[config.mk]
export PLATFORM = sky130hd
export DESIGN_NAME = double_ended_queue_core_flat
export DESIGN_NICKNAME = d
export VERILOG_FILES = /design/src/design/dq_pkg.sv /design/src/design/dq_req_if.sv /design/src/design/dq_res_if.sv /design/src/design/dq_ram.sv /design/src/design/double_ended_queue_core.sv /design/src/flat_wrapper.sv
export SDC_FILE = /design/constraint.sdc
export NUM_CORES = 1
export LEC_CHECK = 0
export BUFFER_PORTS_ARGS = -buffer_cell sky130_fd_sc_hd__buf_2
export CORE_ASPECT_RATIO = 0.8
export CORE_MARGIN = 5
export CORE_UTILIZATION = 30
export CTS_CLUSTER_SIZE = 25
export DETAILED_ROUTE_END_ITERATION = 7
export GPL_TIMING_DRIVEN = 0
export HOLD_SLACK_MARGIN = 0.1
export PLACE_DENSITY = 0.5
export SYNTH_ARGS = -nofsm -noshare
export SYNTH_HDL_FRONTEND = slang
export SYNTH_SLANG_ARGS = --single-unit
[constraint.sdc]
create_clock -name i_clk -period 6.9 [get_ports i_clk]
set_clock_uncertainty 0.05 [all_clocks]
set_input_delay 0 -clock i_clk [delete_from_list [all_inputs] [get_ports i_clk]]
set_output_delay 0 -clock i_clk [all_outputs]
set_load 0.005 [all_outputs]
[src/design/dq_pkg.sv]
package dq_pkg;

    // Fixed payload widths
    localparam int DATA_W   = 32;
    localparam int ACTION_W = 3;
    localparam int STATUS_W = 3;

    // Default number of slots in the ring store
    localparam int DEPTH_DEF = 32;

    // Request codes; the unused codes above ACT_LIST also list the contents
    typedef enum logic [ACTION_W-1:0] {
        ACT_PUSH_FRONT = 3'd0,
        ACT_PUSH_REAR  = 3'd1,
        ACT_DROP_FRONT = 3'd2,
        ACT_DROP_REAR  = 3'd3,
        ACT_LIST       = 3'd4
    } t_action;

    // Result status codes
    typedef enum logic [STATUS_W-1:0] {
        STS_DONE      = 3'd0,
        STS_UNDERFLOW = 3'd1,
        STS_OVERFLOW  = 3'd2,
        STS_ELEMENT   = 3'd3,
        STS_EMPTY     = 3'd4
    } t_status;

    // Control states of the top level
    typedef enum logic {
        S_IDLE,
        S_LIST
    } t_state;

endpackage

[src/design/dq_req_if.sv]
interface dq_req_if;
    import dq_pkg::*;

    logic                valid;
    logic                ready;
    logic [ACTION_W-1:0] action;
    logic signed [DATA_W-1:0] push_value;

    modport source (output valid, output action, output push_value, input ready);
    modport sink   (input valid, input action, input push_value, output ready);

endinterface

[src/design/dq_res_if.sv]
interface dq_res_if;
    import dq_pkg::*;

    logic                valid;
    logic                ready;
    logic [STATUS_W-1:0] status;
    logic signed [DATA_W-1:0] element;
    logic                last;

    modport source (output valid, output status, output element, output last, input ready);
    modport sink   (input valid, input status, input element, input last, output ready);

endinterface

[src/design/dq_ram.sv]
module dq_ram #(
    parameter int WIDTH = 32,
    parameter int DEPTH = 32
) (
    input  logic                     i_clk,
    input  logic                     i_we,
    input  logic [$clog2(DEPTH)-1:0] i_waddr,
    input  logic [WIDTH-1:0]         i_wdata,
    input  logic                     i_re,
    input  logic [$clog2(DEPTH)-1:0] i_raddr,
    output logic [WIDTH-1:0]         o_rdata
);

    logic [WIDTH-1:0] r_mem [DEPTH];
    logic [WIDTH-1:0] r_rdata;

    // One write port
    always_ff @(posedge i_clk) begin
        if (i_we) begin
            r_mem[i_waddr] <= i_wdata;
        end
    end

    // One registered read port; data holds while the read is not enabled
    always_ff @(posedge i_clk) begin
        if (i_re) begin
            r_rdata <= r_mem[i_raddr];
        end
    end

    assign o_rdata = r_rdata;

endmodule

[src/design/double_ended_queue_core.sv]
// Double-ended queue of signed 32-bit values in a ring store of DEPTH slots (one
// synchronous RAM, head index and fill count in registers). Push front/rear and
// drop front/rear each return one status word (done, underflow on empty, overflow
// on full); a new request is taken every cycle while the result register is free
// or being drained. A listing returns every element front to rear, one word per
// cycle while the result register is free or being drained, the final one flagged
// last, or a single "empty" word; a listing holds off the next request until its
// final word is loaded, paced by the single read port of the RAM (one read in
// flight, data in the cycle after the read). Listings never change the contents.
module double_ended_queue_core #(
    parameter int DEPTH = dq_pkg::DEPTH_DEF
) (
    input  logic i_clk,
    input  logic i_rst_n,
    dq_req_if.sink   i_req,
    dq_res_if.source o_res
);
    import dq_pkg::*;

    localparam int AW = $clog2(DEPTH);
    localparam int CW = $clog2(DEPTH + 1);

    // Control and pointer registers
    t_state            r_state, n_state;
    logic [AW-1:0]     r_head, n_head;
    logic [CW-1:0]     r_count, n_count;
    logic [CW-1:0]     r_lidx, n_lidx;
    logic [AW-1:0]     r_rd_addr, n_rd_addr;

    // Result register
    logic              r_out_valid;
    t_status           r_status;
    logic [DATA_W-1:0] r_element;
    logic              r_last;

    // RAM access
    logic              ram_we, ram_re;
    logic [AW-1:0]     ram_waddr, ram_raddr;
    logic [DATA_W-1:0] ram_rdata;

    // Result load
    logic              out_free, out_load, req_acc;
    t_status           ld_status;
    logic [DATA_W-1:0] ld_element;
    logic              ld_last;

    // Derived pointer values
    logic              is_full, is_empty, is_last, list_req;
    logic [AW-1:0]     head_dec, head_inc, rear_addr, rd_next;
    logic [AW:0]       rear_sum;

    dq_ram #(
        .WIDTH (DATA_W),
        .DEPTH (DEPTH)
    ) u_slots (
        .i_clk   (i_clk),
        .i_we    (ram_we),
        .i_waddr (ram_waddr),
        .i_wdata (i_req.push_value),
        .i_re    (ram_re),
        .i_raddr (ram_raddr),
        .o_rdata (ram_rdata)
    );

    // Handshake
    assign out_free    = !r_out_valid || o_res.ready;
    assign i_req.ready = (r_state == S_IDLE) && out_free;
    assign req_acc     = i_req.valid && i_req.ready;

    // Ring arithmetic
    assign is_full   = (r_count == CW'(DEPTH));
    assign is_empty  = (r_count == '0);
    assign is_last   = (r_lidx == r_count - CW'(1));
    assign list_req  = !(i_req.action inside {ACT_PUSH_FRONT, ACT_PUSH_REAR,
                                              ACT_DROP_FRONT, ACT_DROP_REAR});
    assign head_dec  = (r_head == '0) ? AW'(DEPTH - 1) : r_head - AW'(1);
    assign head_inc  = (r_head == AW'(DEPTH - 1)) ? '0 : r_head + AW'(1);
    assign rd_next   = (r_rd_addr == AW'(DEPTH - 1)) ? '0 : r_rd_addr + AW'(1);
    assign rear_sum  = {1'b0, r_head} + (AW + 1)'(r_count);
    assign rear_addr = (rear_sum >= (AW + 1)'(DEPTH)) ? AW'(rear_sum - (AW + 1)'(DEPTH))
                                                      : AW'(rear_sum);

    // Next state
    always_comb begin
        n_state = r_state;
        unique case (r_state)
            S_IDLE: begin
                if (req_acc && list_req && !is_empty) begin
                    n_state = S_LIST;
                end
            end
            S_LIST: begin
                if (out_free && is_last) begin
                    n_state = S_IDLE;
                end
            end
            default: n_state = S_IDLE;
        endcase
    end

    // Datapath control: pointer updates, RAM accesses, result load
    always_comb begin
        n_head     = r_head;
        n_count    = r_count;
        n_lidx     = r_lidx;
        n_rd_addr  = r_rd_addr;
        ram_we     = 1'b0;
        ram_waddr  = rear_addr;
        ram_re     = 1'b0;
        ram_raddr  = r_head;
        out_load   = 1'b0;
        ld_status  = STS_DONE;
        ld_element = '0;
        ld_last    = 1'b1;
        if (req_acc) begin
            out_load = 1'b1;
            unique case (i_req.action)
                ACT_PUSH_FRONT: begin
                    if (is_full) begin
                        ld_status = STS_OVERFLOW;
                    end else begin
                        n_head    = head_dec;
                        ram_we    = 1'b1;
                        ram_waddr = head_dec;
                        n_count   = r_count + CW'(1);
                    end
                end
                ACT_PUSH_REAR: begin
                    if (is_full) begin
                        ld_status = STS_OVERFLOW;
                    end else begin
                        ram_we    = 1'b1;
                        ram_waddr = rear_addr;
                        n_count   = r_count + CW'(1);
                    end
                end
                ACT_DROP_FRONT: begin
                    if (is_empty) begin
                        ld_status = STS_UNDERFLOW;
                    end else begin
                        n_head  = head_inc;
                        n_count = r_count - CW'(1);
                    end
                end
                ACT_DROP_REAR: begin
                    if (is_empty) begin
                        ld_status = STS_UNDERFLOW;
                    end else begin
                        n_count = r_count - CW'(1);
                    end
                end
                default: begin
                    // Listing: report empty, or start the walk at the front
                    if (is_empty) begin
                        ld_status = STS_EMPTY;
                    end else begin
                        out_load  = 1'b0;
                        ram_re    = 1'b1;
                        ram_raddr = r_head;
                        n_rd_addr = r_head;
                        n_lidx    = '0;
                    end
                end
            endcase
        end else if (r_state == S_LIST && out_free) begin
            // Hand the word held at the RAM read port to the result register, read the next
            out_load   = 1'b1;
            ld_status  = STS_ELEMENT;
            ld_element = ram_rdata;
            ld_last    = is_last;
            if (!is_last) begin
                ram_re    = 1'b1;
                ram_raddr = rd_next;
                n_rd_addr = rd_next;
                n_lidx    = r_lidx + CW'(1);
            end
        end
    end

    // Control registers
    always_ff @(posedge i_clk) begin
        if (!i_rst_n) begin
            r_state     <= S_IDLE;
            r_head      <= '0;
            r_count     <= '0;
            r_out_valid <= 1'b0;
        end else begin
            r_state <= n_state;
            r_head  <= n_head;
            r_count <= n_count;
            if (out_load) begin
                r_out_valid <= 1'b1;
            end else if (o_res.ready) begin
                r_out_valid <= 1'b0;
            end
        end
    end

    // Walk and result payload registers
    always_ff @(posedge i_clk) begin
        r_lidx    <= n_lidx;
        r_rd_addr <= n_rd_addr;
        if (out_load) begin
            r_status  <= ld_status;
            r_element <= ld_element;
            r_last    <= ld_last;
        end
    end

    assign o_res.valid   = r_out_valid;
    assign o_res.status  = r_status;
    assign o_res.element = r_element;
    assign o_res.last    = r_last;

    // Checks
    a_count_bound: assert property (@(posedge i_clk) disable iff (!i_rst_n)
        r_count <= CW'(DEPTH))
        else $error("fill count beyond depth");

    a_list_nonempty: assert property (@(posedge i_clk) disable iff (!i_rst_n)
        (r_state == S_LIST) |-> (r_count != '0) && (r_lidx < r_count))
        else $error("walking an empty deque or past its end");

    a_list_no_req: assert property (@(posedge i_clk) disable iff (!i_rst_n)
        (r_state == S_LIST) |-> !i_req.ready)
        else $error("request taken during a listing");

    a_list_stable: assert property (@(posedge i_clk) disable iff (!i_rst_n)
        (r_state == S_LIST) |=> $stable(r_count) && $stable(r_head))
        else $error("pointers moved during a listing");

    a_elem_zero: assert property (@(posedge i_clk) disable iff (!i_rst_n)
        (r_out_valid && r_status != STS_ELEMENT) |-> (r_element == '0) && r_last)
        else $error("status word carries data or is not last");

endmodule

[src/flat_wrapper.sv]
// flat-port wrapper written by rule: the top's interface ports become plain ports
module double_ended_queue_core_flat import dq_pkg::*;
#(
    parameter int DEPTH = dq_pkg::DEPTH_DEF
)
  (i_clk, i_rst_n, i_req_valid, i_req_action, i_req_push_value, i_req_ready, o_res_valid, o_res_status, o_res_element, o_res_last, o_res_ready);
  dq_req_if i_req_i ();
  dq_res_if o_res_i ();
  input  logic i_clk;
  input  logic i_rst_n;
  input wire logic [$bits(i_req_i.valid)-1:0] i_req_valid;
  input wire logic [$bits(i_req_i.action)-1:0] i_req_action;
  input wire logic [$bits(i_req_i.push_value)-1:0] i_req_push_value;
  output wire logic [$bits(i_req_i.ready)-1:0] i_req_ready;
  output wire logic [$bits(o_res_i.valid)-1:0] o_res_valid;
  output wire logic [$bits(o_res_i.status)-1:0] o_res_status;
  output wire logic [$bits(o_res_i.element)-1:0] o_res_element;
  output wire logic [$bits(o_res_i.last)-1:0] o_res_last;
  input wire logic [$bits(o_res_i.ready)-1:0] o_res_ready;
  assign i_req_i.valid = i_req_valid;
  assign i_req_i.action = i_req_action;
  assign i_req_i.push_value = i_req_push_value;
  assign i_req_ready = i_req_i.ready;
  assign o_res_valid = o_res_i.valid;
  assign o_res_status = o_res_i.status;
  assign o_res_element = o_res_i.element;
  assign o_res_last = o_res_i.last;
  assign o_res_i.ready = o_res_ready;
  double_ended_queue_core #(.DEPTH(DEPTH)) u_core (.i_clk(i_clk), .i_rst_n(i_rst_n), .i_req(i_req_i), .o_res(o_res_i));
endmodule
==> key figures, run 1 <==
Floorplanning
  • I/O Pins: 77
  • Total die area: 156,000 sq um
  • FP Rows: 126
  • Initial Util: 30.2%
  • Die span in y: 354 um
  • Die width: 440 um
  • Core ar.: 147,000 sq um

Worst setup path
  • Required @ worst endpoint: 7.31 ns
  • Slowest cell on crit path: clkbuf_1
  • Setup crit end kind: register
  • Reg2Reg Depth: 15
  • CP arrival: 6.53 ns
  • Worst Setup SP: u_core.r_count[0]
  • Reg2reg start: u_core.r_count[0]
  • WS Path Type: register to register
  • Cell Chain, Critical Path: clkbuf_1 > inv_1 > ha_1 > xor2_1 > o211ai_1 > o21ai_0 > o211ai_1 > nand2_1 > buf_2 > clkbuf_1 > buf_2 > nand2_1 > nand4_1 > nand4_1 > a2111oi_2
  • Worst R2R End: u_core.u_slots.o_rdata[22]
  • Buf+Inv Stages, Crit Path: 5
  • CP peak stage delay: 1.02 ns
  • Reg2Reg Setup Slack: 0.78 ns
  • Max Fanout on Critical Path: 10
  • Crit start category: register
  • Crit-path leading delay family: buffers and inverters

Clock tree
  • Clk pin slew, worst setup/hold paths: 0.06 ns
  • CTS Buffer Depth: 3
  • Worst-skew pair later-pin latency: 0.73 ns
  • TritonCTS clock tree: built
  • H-tree levels: 3
  • TritonCTS Sinks: 1,116
  • Post-CTS Setup Repair Bufs: 0
  • Root Buffer Master: clkbuf_16
  • Total CTS buffers: 114

Synthesis
  • Mapped Area: 44,400 sq um
  • Synthesized Nets: 3,307
  • Post-synth EDFFs: 1,103
  • Yosys reg bits: 1,116
  • Post-Syn Area per Cell: 13.6 sq um
  • Synth async-reset ratio: 0%
  • Top FF cell, synth: edfxtp_1
  • YS warnings: 0
  • Sequential-to-total area share from yosys stat: 75.2%
  • Cells after Synth: 3,254
  • Netlist cell types: 61

Timing
  • Period utilization: 88.8%
  • Slew Viols, Final: 0
  • Slew at the pin closest to its max-slew limit: 1.38 ns
  • Worst setup margin: 0.775 ns
  • Setup TNS Final: 0 ns
  • Slew HR: 7.12%
  • RSZ-0062 raised after global routing: no
  • Fin. Hold Viols: 0
  • Final setup violation count: 0
  • Tmin final: 6.12 ns
  • Fmax: 163 MHz

Pwr
  • Combinational share of power: 11.0%
  • Clock network fraction of total power: 39.9%
  • Leakage: 0.0171 uW
  • IR drop worst, VDD: 0.205 mV
  • Tot Pwr: 15,500 uW
  • P_int: 11,500 uW
  • Sw Ratio: 25.7%
  • Pwr/cell area: 296 nW/um^2
  • Sw power: 3990 uW
  • Flop pwr share: 49.1%

Final layout
  • Share of layout cells above drive strength 1: 11.6%
  • Fin util: 35.6%
  • Commonest non-fill, non-tap cell in the layout: edfxtp_1
  • Final net count: 3,576
  • Layout area overhead: 17.9%
  • Commonest cells after routing, fill and taps aside: edfxtp_1, nand2_1, nand3_1

Worst hold path
  • HP Class: input port to register
  • Hold Path Origin: o_res_ready
  • Worst Hold End: u_core.o_res.element[0]
  • Hold Path Cell Cnt: 3

Drt
  • DRC Markers: 0
  • Initial DRC count: 3,203
  • Via Count: 28,300
  • DR WL/cell: 24.7 um
  • Via density: 5.05
  • First drt pass iteration count: 6
  • Final ANT Viol Nets: 0
  • Post-Route WL: 138,000 um

Run
  • Max-Cap Viols: 0

Placed design
  • RD Place Congestion: 0.834
  • IO buf count: 75
  • Post-DP HPWL: 98,000 um
  • Worst slack at placement: 0.774 ns

Status
  • Status: completed

GRT
  • Largest net degree at the start of global routing: 33
  • Vias in the first global route: 27,400
  • First-pass GRT wire length: 199,000 um
  • GRT Total Usage: 17.4%
  • Initial antenna violation count: 4
  • Remaining Overflow, GRT: 0
==> metrics by stage <==
step	hold slack (ns)	std cells	cell area, sq um
floorplan	0.0489	3254	44400
detailed placement	0.237	5348	48200
finish	0.232	5604	52400
global route	0.203	5604	52400
CTS	0.168	5602	52300
global placement	0.236	5313	47300
==> flip-flops by register name, summed over array words and instances, names as in the netlist <==
register	count
u_core.u_slots.o_rdata	32
u_core.r_state	1
u_core.o_res.element	32
u_core.r_rd_addr	5
u_core.o_res.last	1
u_core.o_res.status	3
u_core.r_lidx	6
u_core.u_slots.r_mem	1024
u_core.r_count	6
u_core.o_res.valid	1
u_core.r_head	5
==> metal layers <==
metal  track usage (%)  vias up  wire length [um]
met1              25.8    14300             63600
met2              26.2      992             60600
met4              4.03        0              3210
met3              3.77      169             10800
met5                 0        -                 0
li1                  -    12800                 -
==> how the worst max path moves through the flow <==
stage / endpoint / slack, ns / cells past startpoint
final: u_core.u_slots.o_rdata[22] / 0.78 / 15
after global routing: u_core.u_slots.o_rdata[22] / 0.47 / 15
after CTS: u_core.u_slots.o_rdata[21] / 0.74 / 15
after detailed placement: u_core.u_slots.o_rdata[21] / 0.77 / 15
after global placement: u_core.u_slots.r_mem[27][7] / 0.32 / 9
after floorplan: u_core.u_slots.r_mem[23][0] / 2.78 / 10
==> final cells by class <==
type                       count  area, sq um
multi-input combinational   1902        10300
buffer                       222          927
fill                       14400        94900
clock inverter                76          724
antenna                        1         2.50
tap                         1984         2480
clock buffer                 136         2960
timing repair buffer         153         1520
inverter                      14         52.6
sequential                  1116        33400
==> power by group through the flow <==
stage               registers (uW)  clock network [uW]  logic, uW
finish                        7620                6190       1710
global route                  7620                6580       1850
CTS                           7620                6290       1720
detailed placement            7760                   0       1690
global placement              7770                   0       1650
floorplan                     7760                   0        862
==> synth_stat cells, types with 3 or more instances <==
cell type  number  share of area (%)
edfxtp_1     1103                 75
nand2_1       856                7.2
nand3_1       262                3.0
clkbuf_1      139                1.2
and3_1        131                1.8
nand4_1       125                1.8
a211oi_1      103                1.7
a31oi_1        98                1.4
buf_2          65               0.73
nor2_1         61               0.52
o22ai_1        34               0.48
a311oi_1       32               0.63
a2111oi_2      31                1.0
a21oi_1        18               0.20
xnor2_1        17               0.34
o21ai_0        16               0.18
buf_1          15               0.13
inv_1          14               0.12
dfxtp_1        13               0.59
ha_1           13               0.37
mux2i_1        10               0.23
or3_1           9               0.13
xor2_1          9               0.18
and2_1          7              0.099
nand2b_1        6              0.085
nor2b_1         6              0.085
nor3_1          5              0.056
a22oi_1         4              0.068
o211ai_1        4              0.068
o31ai_1         4              0.068
or2_2           4              0.056
buf_4           3              0.051
mux2_2          3              0.076
==> worst min-delay path: cells and delay by family <==
kind                   cells  cell delay [ns]
buffers and inverters      1             0.07
and+or+nand+nor            2             0.83
==> repair_timing <==
item / in CTS / in global routing
endpoints found under the hold margin: 1061 / 0
hold buffers: 42 / 0
gates resized for setup: 0 / 0
==> cell families (layout without fill, tap and decap cells) <==
| group | count (synthesis) | count (layout) | share of synthesized area [%] |
|---|---|---|---|
| mux | 16 | 16 | 0.434 |
| compound gates | 363 | 363 | 6.24 |
| xor+xnor | 26 | 26 | 0.513 |
| other cells | 0 | 1 | 0 |
| flops | 1116 | 1116 | 75.2 |
| fa+ha+maj | 14 | 14 | 0.411 |
| simple gates | 1483 | 1483 | 15.0 |
| buf+inv | 236 | 601 | 2.20 |
Power figures use the tool's default switching activity.
==> run 2: changes to the inputs <==
--- a/config.mk
+++ b/config.mk
@@ -5,6 +5,7 @@
 export SDC_FILE = /design/constraint.sdc
 export NUM_CORES = 1
 export LEC_CHECK = 0
+export ABC_AREA = 1
 export BUFFER_PORTS_ARGS = -buffer_cell sky130_fd_sc_hd__buf_2
 export CORE_ASPECT_RATIO = 0.8
 export CORE_MARGIN = 5
@@ -14,6 +15,7 @@
 export GPL_TIMING_DRIVEN = 0
 export HOLD_SLACK_MARGIN = 0.1
 export PLACE_DENSITY = 0.5
+export REMOVE_ABC_BUFFERS = 1
 export SYNTH_ARGS = -nofsm -noshare
 export SYNTH_HDL_FRONTEND = slang
 export SYNTH_SLANG_ARGS = --single-unit
==> run 2 against run 1 <==
Maximum frequency grew 3.2%. Final area grew 11%. Sequential power is essentially flat. Non-clock buffer count shrank 153. Via count grew 17%. Synthesized area grew 12%. Sequential share of layout area shrank 6.1 points. Power is essentially flat. Routed wire length grew 3.1%.
==> key figures, run 2 <==
Status
  • Status: completed

Floorplanning
  • Initial Util: 30.2% (about the same)
  • Die span in y: 373 um (+5.5%)
  • I/O Pins: 77 (unchanged)
  • Total die area: 173,000 sq um (+11%)
  • Die width: 464 um (+5.5%)
  • Core ar.: 164,000 sq um (+12%)
  • FP Rows: 133 (+5.6%)

Pwr
  • Pwr/cell area: 268 nW/um^2 (-9.5%)
  • Sw Ratio: 26.7% (+1.0 points)
  • P_int: 11,400 uW (-1.3%)
  • Clock network fraction of total power: 36.8% (-3.1 points)
  • Sw power: 4150 uW (+3.9%)
  • Flop pwr share: 49.2% (about the same)
  • Combinational share of power: 14.0% (+3.0 points)
  • IR drop worst, VDD: 0.203 mV (-1.1%)
  • Leakage: 0.0242 uW (+42%)

Final layout
  • Sequential Area: 33,400 sq um (unchanged)
  • Multi-input gate area: 11,100 sq um (+7.5%)
  • Fin util: 35.2% (-0.33 points)
  • Final net count: 4,994 (+40%)
  • Commonest non-fill, non-tap cell in the layout: nand3_1
  • Layout area overhead: 16.8%
  • Fill cells: 16,100 (+12%)
  • Reg with most FFs: u_core.u_slots.r_mem
  • Fin cells: 7,186 (+28%)
  • Share of layout cells above drive strength 1: 7.40% (-4.2 points)
  • Commonest cells after routing, fill and taps aside: nand3_1, inv_1, edfxtp_1
  • Max FFs per register: 1,024 (unchanged)

GRT
  • GRT Total Usage: 16.0% (-1.4 points)
  • Vias in the first global route: 30,700 (+12%)
  • First-pass GRT wire length: 209,000 um (+5.0%)
  • Initial antenna violation count: 5 (+1)
  • Largest net degree at the start of global routing: 124 (+280%)
  • Remaining Overflow, GRT: 0 (unchanged)

Drt
  • Initial DRC count: 3,362 (+5.0%)
  • Post-Route WL: 142,000 um (+3.1%)
  • Via Count: 33,100 (+17%)
  • First drt pass iteration count: 5 (-1)
  • Via density: 4.61 (-8.7%)
  • Final ANT Viol Nets: 0 (unchanged)
  • DR WL/cell: 19.8 um (-20%)
  • DRC Markers: 0 (unchanged)

Placed design
  • Worst slack at placement: 0.998 ns (+0.224 ns)
  • Post-DP HPWL: 84,100 um (-14%)
  • Dpl cells: 6,946 (+30%)
  • IO buf count: 76 (+1.3%)
  • RD Place Congestion: 0.729 (-13%)

Timing
  • Hold_ws: 0.200 ns (-0.0313 ns)
  • RSZ-0062 raised after global routing: no
  • Slew at the pin closest to its max-slew limit: 0.983 ns (-0.402 ns)
  • Slew HR: 34.3% (+27 points)
  • Period utilization: 86.0% (-2.7 points)
  • Final setup violation count: 0 (unchanged)
  • Fin. Hold Viols: 0 (unchanged)
  • Worst setup margin: 0.965 ns (+0.190 ns)
  • Tmin final: 5.94 ns (-0.190 ns)
  • Fmax: 168 MHz (+3.2%)
  • Slew Viols, Final: 0 (unchanged)

Clock tree
  • Post-CTS Setup Repair Bufs: 0 (unchanged)
  • H-tree levels: 3 (unchanged)
  • TritonCTS clock tree: built
  • Total CTS buffers: 110 (-3.5%)
  • Clk pin slew, worst setup/hold paths: 0.06 ns (about the same)
  • Worst-skew pair later-pin latency: 0.71 ns (-0.02 ns)
  • Root Buffer Master: clkbuf_16
  • TritonCTS Sinks: 1,116 (unchanged)
  • CTS Buffer Depth: 3 (unchanged)

Worst hold path
  • HP Class: input port to register

Synthesis
  • Top FF cell, synth: edfxtp_1
  • Most frequent cell after synthesis: nand3_1
  • Yosys reg bits: 1,116 (unchanged)
  • Post-Syn Area per Cell: 10.2 sq um (-25%)
  • Area share of the leading cell type in the synthesized netlist: 66.9% (-7.7 points)
  • Post-synth top cells: nand3_1, inv_1, edfxtp_1
  • Synth async-reset ratio: 0% (unchanged)
  • Netlist cell types: 33 (-46%)
  • Synth area leader: edfxtp_1
  • Post-synth EDFFs: 1,103 (unchanged)
  • Cells after Synth: 4,852 (+49%)
  • Mapped Area: 49,500 sq um (+12%)
  • YS warnings: 0 (unchanged)
  • Synth area leaders: edfxtp_1, nand3_1, inv_1
  • Sequential-to-total area share from yosys stat: 67.4% (-7.8 points)

Worst setup path
  • Cell Chain, Critical Path: inv_1 > ha_1 > inv_1 > nand2_1 > nand2_1 > nand2_1 > nor2_1 > nand2_1 > nor2_1 > nand2_2 > nand2_4 > nand2_8 > buf_16 > nand2_8 > buf_16 > buf_16 > nand2_1 > nand3_1 > nand3_1 > nand3_1 > nand2_1 > nand2_1 > nand2_1
  • CP arrival: 6.33 ns (-0.20 ns)
  • Slowest cell on crit path: nand2_8
  • Required @ worst endpoint: 7.29 ns (-0.02 ns)
  • Crit start category: register
  • Max Fanout on Critical Path: 123 (+113)
  • CP peak stage delay: 0.74 ns (-0.28 ns)
  • Cell mode on critical path: nand2_1
  • Setup crit end kind: register
  • WS Path Type: register to register

Run
  • Max-Cap Viols: 0 (unchanged)
-- run 2: timing repair --
| item | in CTS | in global routing |
|---|---|---|
| endpoints found under the setup margin | 0 | 0 |
| hold buffers | 43 | 0 |
| resized for setup | 0 | 0 |
| hold endpoints to repair | 1049 | 0 |
-- run 2: layout make-up --
class,count,area share [%]
diodes,1,0.00433
clock buffers,142,5.08
clock inverters,54,0.649
inverters,1116,7.26
multi-input cells,2375,19.1
flip-flops and latches,1116,57.7
well taps,2160,4.67
repair buffers,222,5.50
-- run 2: per-stage QoR --
| stage | power (uW) | setup TNS (ns) | instance area [sq um] |
|---|---|---|---|
| 6_report | 15500 | 0 | 57900 |
| 5_1_grt | 16200 | 0 | 57900 |
| 4_1_cts | 15700 | 0 | 57800 |
| 3_5_place_dp | 9940 | 0 | 54100 |
| 3_3_place_gp | 10100 | -690.69 | 51400 |
| 2_1_floorplan | 9070 | -50.74 | 48300 |
-- run 2: routing by layer --
metal  GRT usage (%)  share of wire [%]  routed length, um
met3            2.52                6.3               9020
met2            23.6                 42              60400
met4            3.71                2.1               3050
met5               0                  0                  0
met1            24.6                 49              70000
-- run 2: worst paths after layout --
kind | start | endpoint | slack (ns) | cells after the start
max | u_core.r_count[0] | u_core.u_slots.o_rdata[28] | 0.96 | 23
min reg2reg | u_core.u_slots.o_rdata[0] | u_core.o_res.element[0] | 0.49 | 2
max reg2reg | u_core.r_count[0] | u_core.u_slots.o_rdata[28] | 0.96 | 23
min | i_rst_n | u_core.o_res.valid | 0.20 | 4
-- run 2: kinds of logic (layout without fill, tap and decap cells) --
| family | Yosys count | in the layout | share of synthesized area [%] |
|---|---|---|---|
| DFF | 1116 | 1116 | 67.4 |
| buffers and inverters | 1361 | 1534 | 11.0 |
| AOI/OAI and AO/OA | 62 | 62 | 0.705 |
| xor gates and xnor gates | 9 | 9 | 0.159 |
| other | 0 | 1 | 0 |
| adders and majority gates | 14 | 14 | 0.369 |
| and+or+nand+nor | 2290 | 2290 | 20.4 |
-- run 2: worst max-delay path: cells and delay by family, from the launching register on --
family                     cells  cell delay (ns)
buffers and inverters          5             1.58
adders and majority gates      1             0.33
and+or+nand+nor               17             2.92
DFF                            1             0.44
-- run 2: power by group through the flow --
stage / Sequential [uW] / Combinational (uW) / Clock, uW
6_report: 7640 / 2170 / 5710
4_1_cts: 7640 / 2190 / 5840
5_1_grt: 7650 / 2390 / 6110
2_1_floorplan: 7780 / 1290 / 0
3_5_place_dp: 7790 / 2160 / 0
3_3_place_gp: 7800 / 2280 / 0
